## config.mk

```make
export PLATFORM = sky130hd
export DESIGN_NAME = json_lexer_utf8_to_latin1_flat
export DESIGN_NICKNAME = d
export VERILOG_FILES = /design/src/jl_pkg.sv /design/src/jl_ifs.sv /design/src/jl_front.sv /design/src/jl_queue.sv /design/src/jl_back.sv /design/src/json_lexer_utf8_to_latin1.sv /design/src/flat_wrapper.sv
export VERILOG_INCLUDE_DIRS = /design/src /design/src/src
export SDC_FILE = /design/constraint.sdc
export NUM_CORES = 1
export LEC_CHECK = 0
export ABC_CLOCK_PERIOD_IN_PS = 7800
export BUFFER_PORTS_ARGS = -buffer_cell sky130_fd_sc_hd__buf_2
export CAP_MARGIN = 0
export CORE_AREA = 2 2 202 204
export DETAILED_ROUTE_END_ITERATION = 8
export DIE_AREA = 0 0 204 206
export SLEW_MARGIN = 5
export SYNTH_ARGS = -nofsm -noshare
export SYNTH_HDL_FRONTEND = slang
export SYNTH_HIERARCHICAL = 1
export SYNTH_SLANG_ARGS = --single-unit
```

## constraint.sdc

```tcl
create_clock -name clk -period 7.8 [get_ports clk]
set_input_delay 1.56 -clock clk [delete_from_list [all_inputs] [get_ports clk]]
set_output_delay 1.56 -clock clk [all_outputs]
set_load 0.05 [all_outputs]
```

## src/assert_macros.svh

```systemverilog
// Assertion macros shared by the lexer RTL modules.
// Each macro expects signals named clk and rst in the enclosing module.
`ifndef ASSERT_MACROS_SVH
`define ASSERT_MACROS_SVH

// The expression must hold at every clock edge outside reset.
`define JL_ASSERT(name, expr, msg) \
  name: assert property (@(posedge clk) disable iff (rst) (expr)) else $error(msg);

// When the condition holds, the expression must hold in the following cycle.
`define JL_ASSERT_NEXT(name, cond, expr, msg) \
  name: assert property (@(posedge clk) disable iff (rst) (cond) |=> (expr)) else $error(msg);

`endif

```

## src/jl_pkg.sv

```systemverilog
// Shared types and constants for the JSON lexer with UTF-8 to Latin-1 mapping.
// No dependencies; the front end, queue, serializer and top module import this package.
package jl_pkg;

  localparam int MAX_NEST_DEFAULT = 63;
  localparam int LEVEL_W          = 6;
  localparam int QDEPTH           = 4;
  localparam int RUN_MAX          = 3;

  typedef enum logic [3:0] {
    TK_STR_OPEN  = 4'd0,
    TK_STR_CHAR  = 4'd1,
    TK_STR_CLOSE = 4'd2,
    TK_OBJ_OPEN  = 4'd3,
    TK_OBJ_CLOSE = 4'd4,
    TK_ARR_OPEN  = 4'd5,
    TK_ARR_CLOSE = 4'd6,
    TK_COLON     = 4'd7,
    TK_COMMA     = 4'd8,
    TK_BARE      = 4'd9
  } kind_t;

  // All results caused by one input byte, queued between front and back.
  typedef struct packed {
    kind_t                   kind;
    logic [1:0]              count;
    logic [RUN_MAX-1:0][7:0] chars;
    logic [LEVEL_W-1:0]      level;
  } run_t;

endpackage

```

## src/jl_ifs.sv

```systemverilog
// Valid/ready channel interfaces for the JSON lexer ports.
// Depends on nothing but plain logic; payloads follow the lexer's field widths.
interface jl_byte_if;
  logic       valid;
  logic       ready;
  logic [7:0] data_byte;

  modport source(output valid, output data_byte, input ready);
  modport sink(input valid, input data_byte, output ready);
endinterface

interface jl_token_if;
  logic       valid;
  logic       ready;
  logic [3:0] token_kind;
  logic [7:0] char_out;
  logic       last_of_run;
  logic [5:0] nest_level;

  modport source(output valid, output token_kind, output char_out, output last_of_run,
                 output nest_level, input ready);
  modport sink(input valid, input token_kind, input char_out, input last_of_run,
               input nest_level, output ready);
endinterface

```

## src/jl_front.sv

```systemverilog
// Front end of the lexer: accepts one byte per transfer, tracks string, escape,
// hex and UTF-8 state plus nesting depth, and builds the run of results. Uses jl_pkg.
module jl_front #(
  parameter int MAX_NEST = jl_pkg::MAX_NEST_DEFAULT
) (
  input  logic          clk,
  input  logic          rst,
  jl_byte_if.sink       byte_in,
  input  logic          queue_full,
  output logic          push,
  output jl_pkg::run_t  push_rec
);
  import jl_pkg::*;

  localparam int DEPTH_CAP = (MAX_NEST < 63) ? MAX_NEST : 63;

  localparam logic [7:0] CH_QUOTE  = 8'h22;
  localparam logic [7:0] CH_BSLASH = 8'h5C;
  localparam logic [7:0] CH_LBRACE = 8'h7B;
  localparam logic [7:0] CH_RBRACE = 8'h7D;
  localparam logic [7:0] CH_LBRACK = 8'h5B;
  localparam logic [7:0] CH_RBRACK = 8'h5D;
  localparam logic [7:0] CH_COLON  = 8'h3A;
  localparam logic [7:0] CH_COMMA  = 8'h2C;
  localparam logic [7:0] CH_SPACE  = 8'h20;
  localparam logic [7:0] CH_APOS   = 8'h27;
  localparam logic [7:0] CH_DASH   = 8'h2D;
  localparam logic [7:0] CH_DOT    = 8'h2E;
  localparam logic [7:0] CH_STAR   = 8'h2A;
  localparam logic [7:0] CH_GT     = 8'h3E;
  localparam logic [7:0] CH_LT     = 8'h3C;
  localparam logic [7:0] CH_DEL    = 8'h7F;
  localparam logic [7:0] CH_U      = 8'h75;
  localparam logic [7:0] CH_N      = 8'h6E;
  localparam logic [7:0] CH_R      = 8'h72;
  localparam logic [7:0] CH_T      = 8'h74;
  localparam logic [7:0] CH_B      = 8'h62;
  localparam logic [7:0] CH_F      = 8'h66;

  typedef struct packed {
    logic [1:0]              count;
    logic [RUN_MAX-1:0][7:0] chars;
  } map_t;

  // Latin-1 substitution for one code point; chars[0] is delivered first.
  function automatic map_t map_code(input logic [20:0] cp);
    map_t m;
    m.count = 2'd0;
    m.chars = '0;
    case (cp) inside
      [21'h2018:21'h201B]: begin
        m.count = 2'd1; m.chars[0] = CH_APOS;
      end
      [21'h201C:21'h201F]: begin
        m.count = 2'd1; m.chars[0] = CH_QUOTE;
      end
      [21'h2013:21'h2015], 21'h2212: begin
        m.count = 2'd1; m.chars[0] = CH_DASH;
      end
      21'h2026: begin
        m.count = 2'd3; m.chars = {CH_DOT, CH_DOT, CH_DOT};
      end
      21'h2022, 21'h00B7: begin
        m.count = 2'd1; m.chars[0] = CH_STAR;
      end
      21'h2192: begin
        m.count = 2'd2; m.chars[0] = CH_DASH; m.chars[1] = CH_GT;
      end
      21'h2190: begin
        m.count = 2'd2; m.chars[0] = CH_LT; m.chars[1] = CH_DASH;
      end
      21'h00A0, 21'h2009, 21'h200B: begin
        m.count = 2'd1; m.chars[0] = CH_SPACE;
      end
      default: begin
        if (cp >= 21'h20 && cp <= 21'hFF && cp != {13'd0, CH_DEL}) begin
          m.count = 2'd1; m.chars[0] = cp[7:0];
        end
      end
    endcase
    return m;
  endfunction

  // Non-hex characters count as zero.
  function automatic logic [3:0] hex_value(input logic [7:0] c);
    logic [3:0] v;
    v = 4'd0;
    if (c >= 8'h30 && c <= 8'h39)      v = 4'(c - 8'h30);
    else if (c >= 8'h61 && c <= 8'h66) v = 4'(c - 8'h57);
    else if (c >= 8'h41 && c <= 8'h46) v = 4'(c - 8'h37);
    return v;
  endfunction

  logic                inside_string, inside_string_next;
  logic                escape_pending, escape_pending_next;
  logic [2:0]          hex_remaining, hex_remaining_next;
  logic [1:0]          utf8_remaining, utf8_remaining_next;
  logic [20:0]         code_accum, code_accum_next;
  logic [LEVEL_W-1:0]  depth_count, depth_count_next;
  logic                accept;
  map_t                mapped;
  logic                use_map;
  logic [20:0]         map_cp;
  run_t                rec;

  assign byte_in.ready = !queue_full;
  assign accept        = byte_in.valid && byte_in.ready;

  always_comb begin
    logic [7:0] c;
    c                   = byte_in.data_byte;
    inside_string_next  = inside_string;
    escape_pending_next = escape_pending;
    hex_remaining_next  = hex_remaining;
    utf8_remaining_next = utf8_remaining;
    code_accum_next     = code_accum;
    depth_count_next    = depth_count;
    use_map             = 1'b0;
    map_cp              = {13'd0, c};
    rec.kind            = TK_STR_CHAR;
    rec.count           = 2'd0;
    rec.chars           = '0;
    rec.chars[0]        = c;

    if (inside_string) begin
      if (utf8_remaining != 2'd0) begin
        if (c[7:6] == 2'b10) begin
          code_accum_next     = {code_accum[14:0], c[5:0]};
          utf8_remaining_next = utf8_remaining - 2'd1;
          if (utf8_remaining == 2'd1) begin
            use_map = 1'b1;
            map_cp  = code_accum_next;
          end
        end else begin
          utf8_remaining_next = 2'd0;
        end
      end else if (hex_remaining != 3'd0) begin
        code_accum_next    = {code_accum[16:0], hex_value(c)};
        hex_remaining_next = hex_remaining - 3'd1;
        if (hex_remaining == 3'd1) begin
          use_map = 1'b1;
          map_cp  = code_accum_next;
        end
      end else if (escape_pending) begin
        escape_pending_next = 1'b0;
        if (c == CH_U) begin
          hex_remaining_next = 3'd4;
          code_accum_next    = '0;
        end else if (c == CH_N || c == CH_R || c == CH_T) begin
          use_map = 1'b1;
          map_cp  = {13'd0, CH_SPACE};
        end else if (c != CH_B && c != CH_F) begin
          use_map = 1'b1;
        end
      end else if (c == CH_BSLASH) begin
        escape_pending_next = 1'b1;
      end else if (c == CH_QUOTE) begin
        inside_string_next = 1'b0;
        rec.kind           = TK_STR_CLOSE;
        rec.count          = 2'd1;
      end else if (!c[7]) begin
        use_map = 1'b1;
      end else if (c[7:5] == 3'b110) begin
        code_accum_next     = {16'd0, c[4:0]};
        utf8_remaining_next = 2'd1;
      end else if (c[7:4] == 4'b1110) begin
        code_accum_next     = {17'd0, c[3:0]};
        utf8_remaining_next = 2'd2;
      end else if (c[7:3] == 5'b11110) begin
        code_accum_next     = {18'd0, c[2:0]};
        utf8_remaining_next = 2'd3;
      end
    end else begin
      rec.count = 2'd1;
      if (c == CH_QUOTE) begin
        inside_string_next  = 1'b1;
        escape_pending_next = 1'b0;
        rec.kind            = TK_STR_OPEN;
      end else if (c == CH_LBRACE || c == CH_LBRACK) begin
        if (depth_count < LEVEL_W'(DEPTH_CAP)) depth_count_next = depth_count + 1'b1;
        rec.kind = (c == CH_LBRACE) ? TK_OBJ_OPEN : TK_ARR_OPEN;
      end else if (c == CH_RBRACE || c == CH_RBRACK) begin
        if (depth_count != '0) depth_count_next = depth_count - 1'b1;
        rec.kind = (c == CH_RBRACE) ? TK_OBJ_CLOSE : TK_ARR_CLOSE;
      end else if (c == CH_COLON) begin
        rec.kind = TK_COLON;
      end else if (c == CH_COMMA) begin
        rec.kind = TK_COMMA;
      end else if (c > CH_SPACE) begin
        rec.kind = TK_BARE;
      end else begin
        rec.count = 2'd0;
      end
    end

    mapped = map_code(map_cp);
    if (use_map) begin
      rec.count = mapped.count;
      rec.chars = mapped.chars;
    end
    rec.level = depth_count_next;
  end

  assign push     = accept && (rec.count != 2'd0);
  assign push_rec = rec;

  always_ff @(posedge clk) begin
    if (rst) begin
      inside_string  <= 1'b0;
      escape_pending <= 1'b0;
      hex_remaining  <= '0;
      utf8_remaining <= '0;
      code_accum     <= '0;
      depth_count    <= '0;
    end else if (accept) begin
      inside_string  <= inside_string_next;
      escape_pending <= escape_pending_next;
      hex_remaining  <= hex_remaining_next;
      utf8_remaining <= utf8_remaining_next;
      code_accum     <= code_accum_next;
      depth_count    <= depth_count_next;
    end
  end

endmodule

```

## src/jl_queue.sv

```systemverilog
// Short queue of result runs between the lexer front end and the output serializer.
// Uses jl_pkg for the run record and queue depth, and assert_macros.svh.
module jl_queue (
  input  logic          clk,
  input  logic          rst,
  input  logic          push,
  input  jl_pkg::run_t  push_rec,
  output logic          full,
  output logic          head_valid,
  output jl_pkg::run_t  head_rec,
  input  logic          pop
);
  import jl_pkg::*;
  `include "assert_macros.svh"

  localparam int PW = (QDEPTH > 1) ? $clog2(QDEPTH) : 1;
  localparam int CW = $clog2(QDEPTH + 1);

  run_t          slots [QDEPTH];
  logic [PW-1:0] wr_ptr;
  logic [PW-1:0] rd_ptr;
  logic [CW-1:0] count;

  assign full       = (count == CW'(QDEPTH));
  assign head_valid = (count != '0);
  assign head_rec   = slots[rd_ptr];

  always_ff @(posedge clk) begin
    if (push) slots[wr_ptr] <= push_rec;
  end

  always_ff @(posedge clk) begin
    if (rst) begin
      wr_ptr <= '0;
      rd_ptr <= '0;
      count  <= '0;
    end else begin
      if (push) wr_ptr <= (wr_ptr == PW'(QDEPTH - 1)) ? '0 : wr_ptr + 1'b1;
      if (pop)  rd_ptr <= (rd_ptr == PW'(QDEPTH - 1)) ? '0 : rd_ptr + 1'b1;
      if (push && !pop)      count <= count + 1'b1;
      else if (!push && pop) count <= count - 1'b1;
    end
  end

  `JL_ASSERT(a_no_push_when_full, !(push && full), "run pushed into a full queue")
  `JL_ASSERT(a_no_pop_when_empty, !(pop && !head_valid), "run popped from an empty queue")
  `JL_ASSERT_NEXT(a_count_grows, push && !pop, count == $past(count) + CW'(1), "count did not grow")

endmodule

```

## src/jl_back.sv

```systemverilog
// Output serializer: sends the characters of the head run one transfer at a time.
// Uses jl_pkg for the run record and assert_macros.svh.
module jl_back (
  input  logic          clk,
  input  logic          rst,
  input  logic          head_valid,
  input  jl_pkg::run_t  head_rec,
  output logic          pop,
  jl_token_if.source    token_out
);
  import jl_pkg::*;
  `include "assert_macros.svh"

  logic [1:0] idx, idx_next;
  logic       last;
  logic       xfer;

  assign last = (idx == head_rec.count - 2'd1);
  assign xfer = token_out.valid && token_out.ready;
  assign pop  = xfer && last;

  assign token_out.valid       = head_valid;
  assign token_out.token_kind  = head_rec.kind;
  assign token_out.char_out    = head_rec.chars[idx];
  assign token_out.last_of_run = last;
  assign token_out.nest_level  = head_rec.level;

  always_comb begin
    idx_next = idx;
    if (xfer) idx_next = last ? 2'd0 : idx + 2'd1;
  end

  always_ff @(posedge clk) begin
    if (rst) idx <= 2'd0;
    else     idx <= idx_next;
  end

  `JL_ASSERT(a_run_not_empty, !head_valid || head_rec.count != 2'd0, "empty run at queue head")
  `JL_ASSERT(a_idx_in_run, !head_valid || idx < head_rec.count, "character index past run end")
  `JL_ASSERT_NEXT(a_run_stays, xfer && !last, token_out.valid && idx == $past(idx) + 2'd1, "run cut short")

endmodule

```

## src/json_lexer_utf8_to_latin1.sv

```systemverilog
// JSON byte lexer with UTF-8 and \u escape decoding to Latin-1. Each accepted byte is
// classified combinationally by the front end, which can take a new byte every cycle
// while the four-entry run queue has room; its run is queued behind earlier runs. The
// output side sends one result per cycle while the receiver is ready, so a byte that
// yields two or three characters (arrows, ellipsis) holds the output for one transfer
// per character; the sustained rate is then one byte per cycle if bytes average at
// most one result each. Bytes that give no result never enter the queue.
// Depends on jl_pkg, jl_ifs.sv, jl_front, jl_queue and jl_back.
module json_lexer_utf8_to_latin1 #(
  parameter int MAX_NEST = jl_pkg::MAX_NEST_DEFAULT
) (
  input  logic        clk,
  input  logic        rst,
  jl_byte_if.sink     byte_in,
  jl_token_if.source  token_out
);
  import jl_pkg::*;

  logic push;
  run_t push_rec;
  logic full;
  logic head_valid;
  run_t head_rec;
  logic pop;

  jl_front #(.MAX_NEST(MAX_NEST)) u_front (
    .clk        (clk),
    .rst        (rst),
    .byte_in    (byte_in),
    .queue_full (full),
    .push       (push),
    .push_rec   (push_rec)
  );

  jl_queue u_queue (
    .clk        (clk),
    .rst        (rst),
    .push       (push),
    .push_rec   (push_rec),
    .full       (full),
    .head_valid (head_valid),
    .head_rec   (head_rec),
    .pop        (pop)
  );

  jl_back u_back (
    .clk        (clk),
    .rst        (rst),
    .head_valid (head_valid),
    .head_rec   (head_rec),
    .pop        (pop),
    .token_out  (token_out)
  );

endmodule
```

## src/flat_wrapper.sv

```systemverilog
// flat-port wrapper written by rule: the top's interface ports become plain ports
module json_lexer_utf8_to_latin1_flat import jl_pkg::*;
#(
  parameter int MAX_NEST = jl_pkg::MAX_NEST_DEFAULT
)
  (clk, rst, byte_in_valid, byte_in_data_byte, byte_in_ready, token_out_valid, token_out_token_kind, token_out_char_out, token_out_last_of_run, token_out_nest_level, token_out_ready);
  jl_byte_if byte_in_i ();
  jl_token_if token_out_i ();
  input  logic clk;
  input  logic rst;
  input wire logic [$bits(byte_in_i.valid)-1:0] byte_in_valid;
  input wire logic [$bits(byte_in_i.data_byte)-1:0] byte_in_data_byte;
  output wire logic [$bits(byte_in_i.ready)-1:0] byte_in_ready;
  output wire logic [$bits(token_out_i.valid)-1:0] token_out_valid;
  output wire logic [$bits(token_out_i.token_kind)-1:0] token_out_token_kind;
  output wire logic [$bits(token_out_i.char_out)-1:0] token_out_char_out;
  output wire logic [$bits(token_out_i.last_of_run)-1:0] token_out_last_of_run;
  output wire logic [$bits(token_out_i.nest_level)-1:0] token_out_nest_level;
  input wire logic [$bits(token_out_i.ready)-1:0] token_out_ready;
  assign byte_in_i.valid = byte_in_valid;
  assign byte_in_i.data_byte = byte_in_data_byte;
  assign byte_in_ready = byte_in_i.ready;
  assign token_out_valid = token_out_i.valid;
  assign token_out_token_kind = token_out_i.token_kind;
  assign token_out_char_out = token_out_i.char_out;
  assign token_out_last_of_run = token_out_i.last_of_run;
  assign token_out_nest_level = token_out_i.nest_level;
  assign token_out_i.ready = token_out_ready;
  json_lexer_utf8_to_latin1 #(.MAX_NEST(MAX_NEST)) u_core (.clk(clk), .rst(rst), .byte_in(byte_in_i), .token_out(token_out_i));
endmodule
```

==> results by stage <==
Final layout:
- The layout net count is 833.
- The post-route cell area is around 11,000 um^2.
- After filler insertion, the fill cell instance count of the layout stands at about 4,200.
- The antenna diode instance count is 0.
- The layout overhead on the synthesized area is 10.22%.
- The share of layout cells above drive strength 1 is between 10% and 20%.
- Once layout is complete, the utilization of the core stands at around 27%.

Floorplanning:
- The overall die height is around 210 um.
- The die is 204 um wide.
- The floorplan step defined a core boundary enclosing 40,180 um^2.
- For this configuration, the core starts out at a cell density of roughly a quarter.
- The site row count is between 70 and 80.
- The top-level I/O count is 33.
- The die covers 42,020 um^2.

STA:
- The normalized max-slew margin is about a quarter.
- Adding up every negative setup slack in the final design gives 0 ns.
- The final worst setup slack is between 1.5 and 2 ns.
- The maximum achievable frequency is around 170 MHz.
- The setup skew after layout is about 0.012 ns.
- The final critical-path share of the clock period is around three quarters.
- Setup repair after global routing left no endpoint under its margin.
- The count of pins over their slew limit is 0.
- The actual transition at the worst max-transition pin is between 1 and 1.5 ns.
- The time the final worst path needs with I/O delays and setup is slightly below 6 ns.
- Setup violations remaining at the end of the flow were counted as 0.
- The total count of hold-check failures in the final report is 0.

Place:
- The setup slack at placement is ~1.6 ns.
- The number of port buffers is 32.
- The wire-length estimate of the detail-placed layout is around 15,000 um.
- At the end of routability-driven placement, the weighted congestion stood at 0.9298.
- The instance area at placement is 10,210 um^2.

Setup path:
- The maximum fanout encountered on the critical timing path is 18.
- The data arrival time of the worst path is slightly above 6 ns.
- The startpoint identified for the worst register-to-register timing path is u_core/u_front/hex_remaining[2].
- The critical path goes through buf_2 > nor4bb_1 > a32o_1 > o2111ai_1 > or4_1 > or4_1 > o211ai_2 > o31a_1 > o21a_1 > ha_1 > inv_1 > fa_1 > xor2_1 > or3_1 > a21oi_1.
- The category of the most critical setup path is in -> reg.
- The cell occurring most often along the worst timing path is or4_1.
- In this run the register-to-register setup slack is 2.41 ns.
- The maximum cell stage delay along the critical path is roughly 0.93 ns.
- At the worst endpoint, the required time is 8.16 ns.
- Counting both buffers and inverters, the worst setup path holds a total of 2.
- The family with the most delay on the worst path is simple AND/OR/NAND/NOR gates.
- The capturing point of the worst reg2reg path is u_core/u_queue/count[2].
- STA classifies the critical path startpoint as an input port.
- Counting cells, the worst reg-to-reg path comes to 17.
- The slowest stage of the critical path is the nor4bb_1 cell.
- The worst setup path is captured at a flip-flop.

CTS:
- The clock tree from TritonCTS is built.
- After clock tree synthesis, the flow added hold-fix buffers numbering 0.
- The number of instances resized during post-cts repair is 0.
- The number of clock sinks seen by CTS is about 190.
- The post-CTS setup buffer count is 0.
- The cell sitting at the root of the clock tree is a clkbuf_16.
- The maximum root-to-sink buffer count is 2.
- Clock-pin slew was measured on the worst setup and hold paths at 0.07 ns.
- The number of buffers inserted during clock tree synthesis is 17.
- The H-tree was split into 4 levels.
- For the worst-skew pair, the clock arrives at the later sink with an insertion delay of approximately 0.44 ns.

Job:
- The tool flagged a number of max-cap violations equal to 0.

Logic synthesis:
- The most repeated cell in the gate-level netlist after synthesis is edfxtp_1.
- The share of synthesized area in the top cell type comes to 43.92%.
- The share of flip-flops with an asynchronous set or reset after synthesis is 0%.
- By area the synthesized netlist is led by edfxtp_1 44%, dfxtp_1 8.3%, mux4_2 6.9%, nor2_1 2.5%, ha_1 2.2%.
- The Yosys warning count is 6.
- The cell count after synthesis is 817.
- The synthesized design spends more area on one cell type than any other, namely edfxtp_1.
- In this run, synthesis inferred 144 flip-flops with an integrated enable.
- In this run the mean area of a mapped cell was 12.05 um^2.
- The number of different library cells used by synthesis comes to 99.
- The flop and latch count out of synthesis is ~190.
- Ranked by instance count, the synthesized netlist is headed by 144 x edfxtp_1, 65 x nor2_1, 53 x nand2_1, 41 x dfxtp_1, 40 x o21ai_0.
- Summing every instance area after synthesis gives 9844 um^2.
- In the synthesized netlist the dominant register cell turns out to be edfxtp_1.
- Sequential elements use a little over half of the synthesized area.

Pwr:
- The worst-case IR drop observed on VDD is 122.4 uV.
- Dividing total power by cell area gives a power density of 253.7 nW/um^2.
- The leakage dissipation is about 3.4 nW.

Global routing:
- The number of global-route vias before repair is 6,319.
- The maximum number of pins on one net before global-route repair is 45.
- The first global-routing pass estimated about 36,000 um of wire.
- In the global route stage, overall resource usage came out at between 10 and 15%.
- The number of antenna violations at the first check in global routing is 1.
- The total overflow reported by the global router is 0.

Route:
- For this run, design rule violations remaining after detail routing come to 0.
- The routed via count is around 6,700.
- The routed length per placed instance is roughly 17 um.
- After the first detailed-routing iteration, the DRC count stood at 539.
- Before antenna repair, the detailed router went through 6 iterations.
- After detailed routing, the number of vias per cell comes to approximately 5.
- The remaining antenna violation count is 0.
- Summed over all layers, the routed wires come to approximately 23,000 um.

Status:
- The run finished with clean final reports.

Hold path:
- The worst hold path begins at u_core/u_queue/count[2].
- The number of instances on the worst hold path is 2.
- The path type of the worst min-delay path is reg -> reg.
- The endpoint with the worst hold slack is u_core/u_queue/count[2].
## metrics by stage
stage	power (W)	instances	hold WS, ns
final	0.002752	1348	0.5001
after global placement	0.001852	1316	0.4857
after CTS	0.002780	1348	0.5023
after detailed placement	0.001862	1316	0.4929
after global routing	0.002873	1348	0.5255
after floorplan	0.001745	822	0.4553
## placed cells by master (no fill, tap or decap), types with 24 or more instances in the layout
cell type and count:
edfxtp_1 144, nor2_1 65, nand2_1 53, o21ai_0 40
dfxtp_1 39, a21oi_1 33, buf_2 32, mux4_2 30
inv_1 24
## power by group
group	switching [W]	internal, W
Clock	0.000424	0.000497
Combinational	0.000411	0.000204
Sequential	0.0000594	0.00116
## worst max path at each step
stage                          from                         end  slack (ns)  cells after the start
3_5_place_dp   byte_in_data_byte[7]     u_core/u_queue/count[2]        1.64                     15
2_1_floorplan  byte_in_data_byte[1]  u_core/u_queue/slots[0][0]        2.12                     14
6_report       byte_in_data_byte[7]     u_core/u_queue/count[2]        1.98                     15
5_1_grt        byte_in_data_byte[7]     u_core/u_queue/count[2]        1.63                     15
3_3_place_gp   byte_in_data_byte[1]     u_core/u_queue/count[2]        1.74                     18
4_1_cts        byte_in_data_byte[7]     u_core/u_queue/count[2]        2.08                     15
## logic make-up (layout without fill, tap and decap cells)
family          after synthesis  in the layout  synth area share, %
other cells                   1              6              0.03809
flops                       185            185                52.26
simple gates                270            270                15.24
xor+xnor                      6              6               0.5338
compound gates              189            189                13.50
mux                          49             49                9.786
buf+inv                      99             93                6.279
fa+ha+maj                    18             18                2.364
## layer usage
layer  routed length (um)  global-route usage, %
met1                10840                  15.43
met2                10910                  17.71
met3                 1284                  2.412
met4                  276                  2.562
met5                   11                      0
## final cells by class
type	instances	area, um^2	share of cell area [%]
sequential	185	5147	47.44
multi-input combinational	538	4114	37.92
tap	532	665.6	6.135
clock buffer	17	425.4	3.921
clock inverter	15	210.2	1.937
timing repair buffer	37	197.7	1.822
inverter	24	90.09	0.8303
## state kept, by name, indices dropped and copies added (netlist names), named ones only
name	count
u_core/u_back/idx	2
u_core/u_front/inside_string	1
u_core/u_front/code_accum	17
u_core/u_front/depth_count	6
u_core/u_queue/count	3
u_core/u_queue/wr_ptr	2
u_core/u_queue/rd_ptr	2
u_core/u_front/escape_pending	1
u_core/u_front/hex_remaining	3
u_core/u_queue/slots	144
u_core/u_front/utf8_remaining	2
## worst min-delay path: stages (launching register included)
cell and delay [ns]:
dfxtp_1 0.32, o21ai_0 0.07, a21oi_1 0.06
Power figures use the tool's default switching activity.
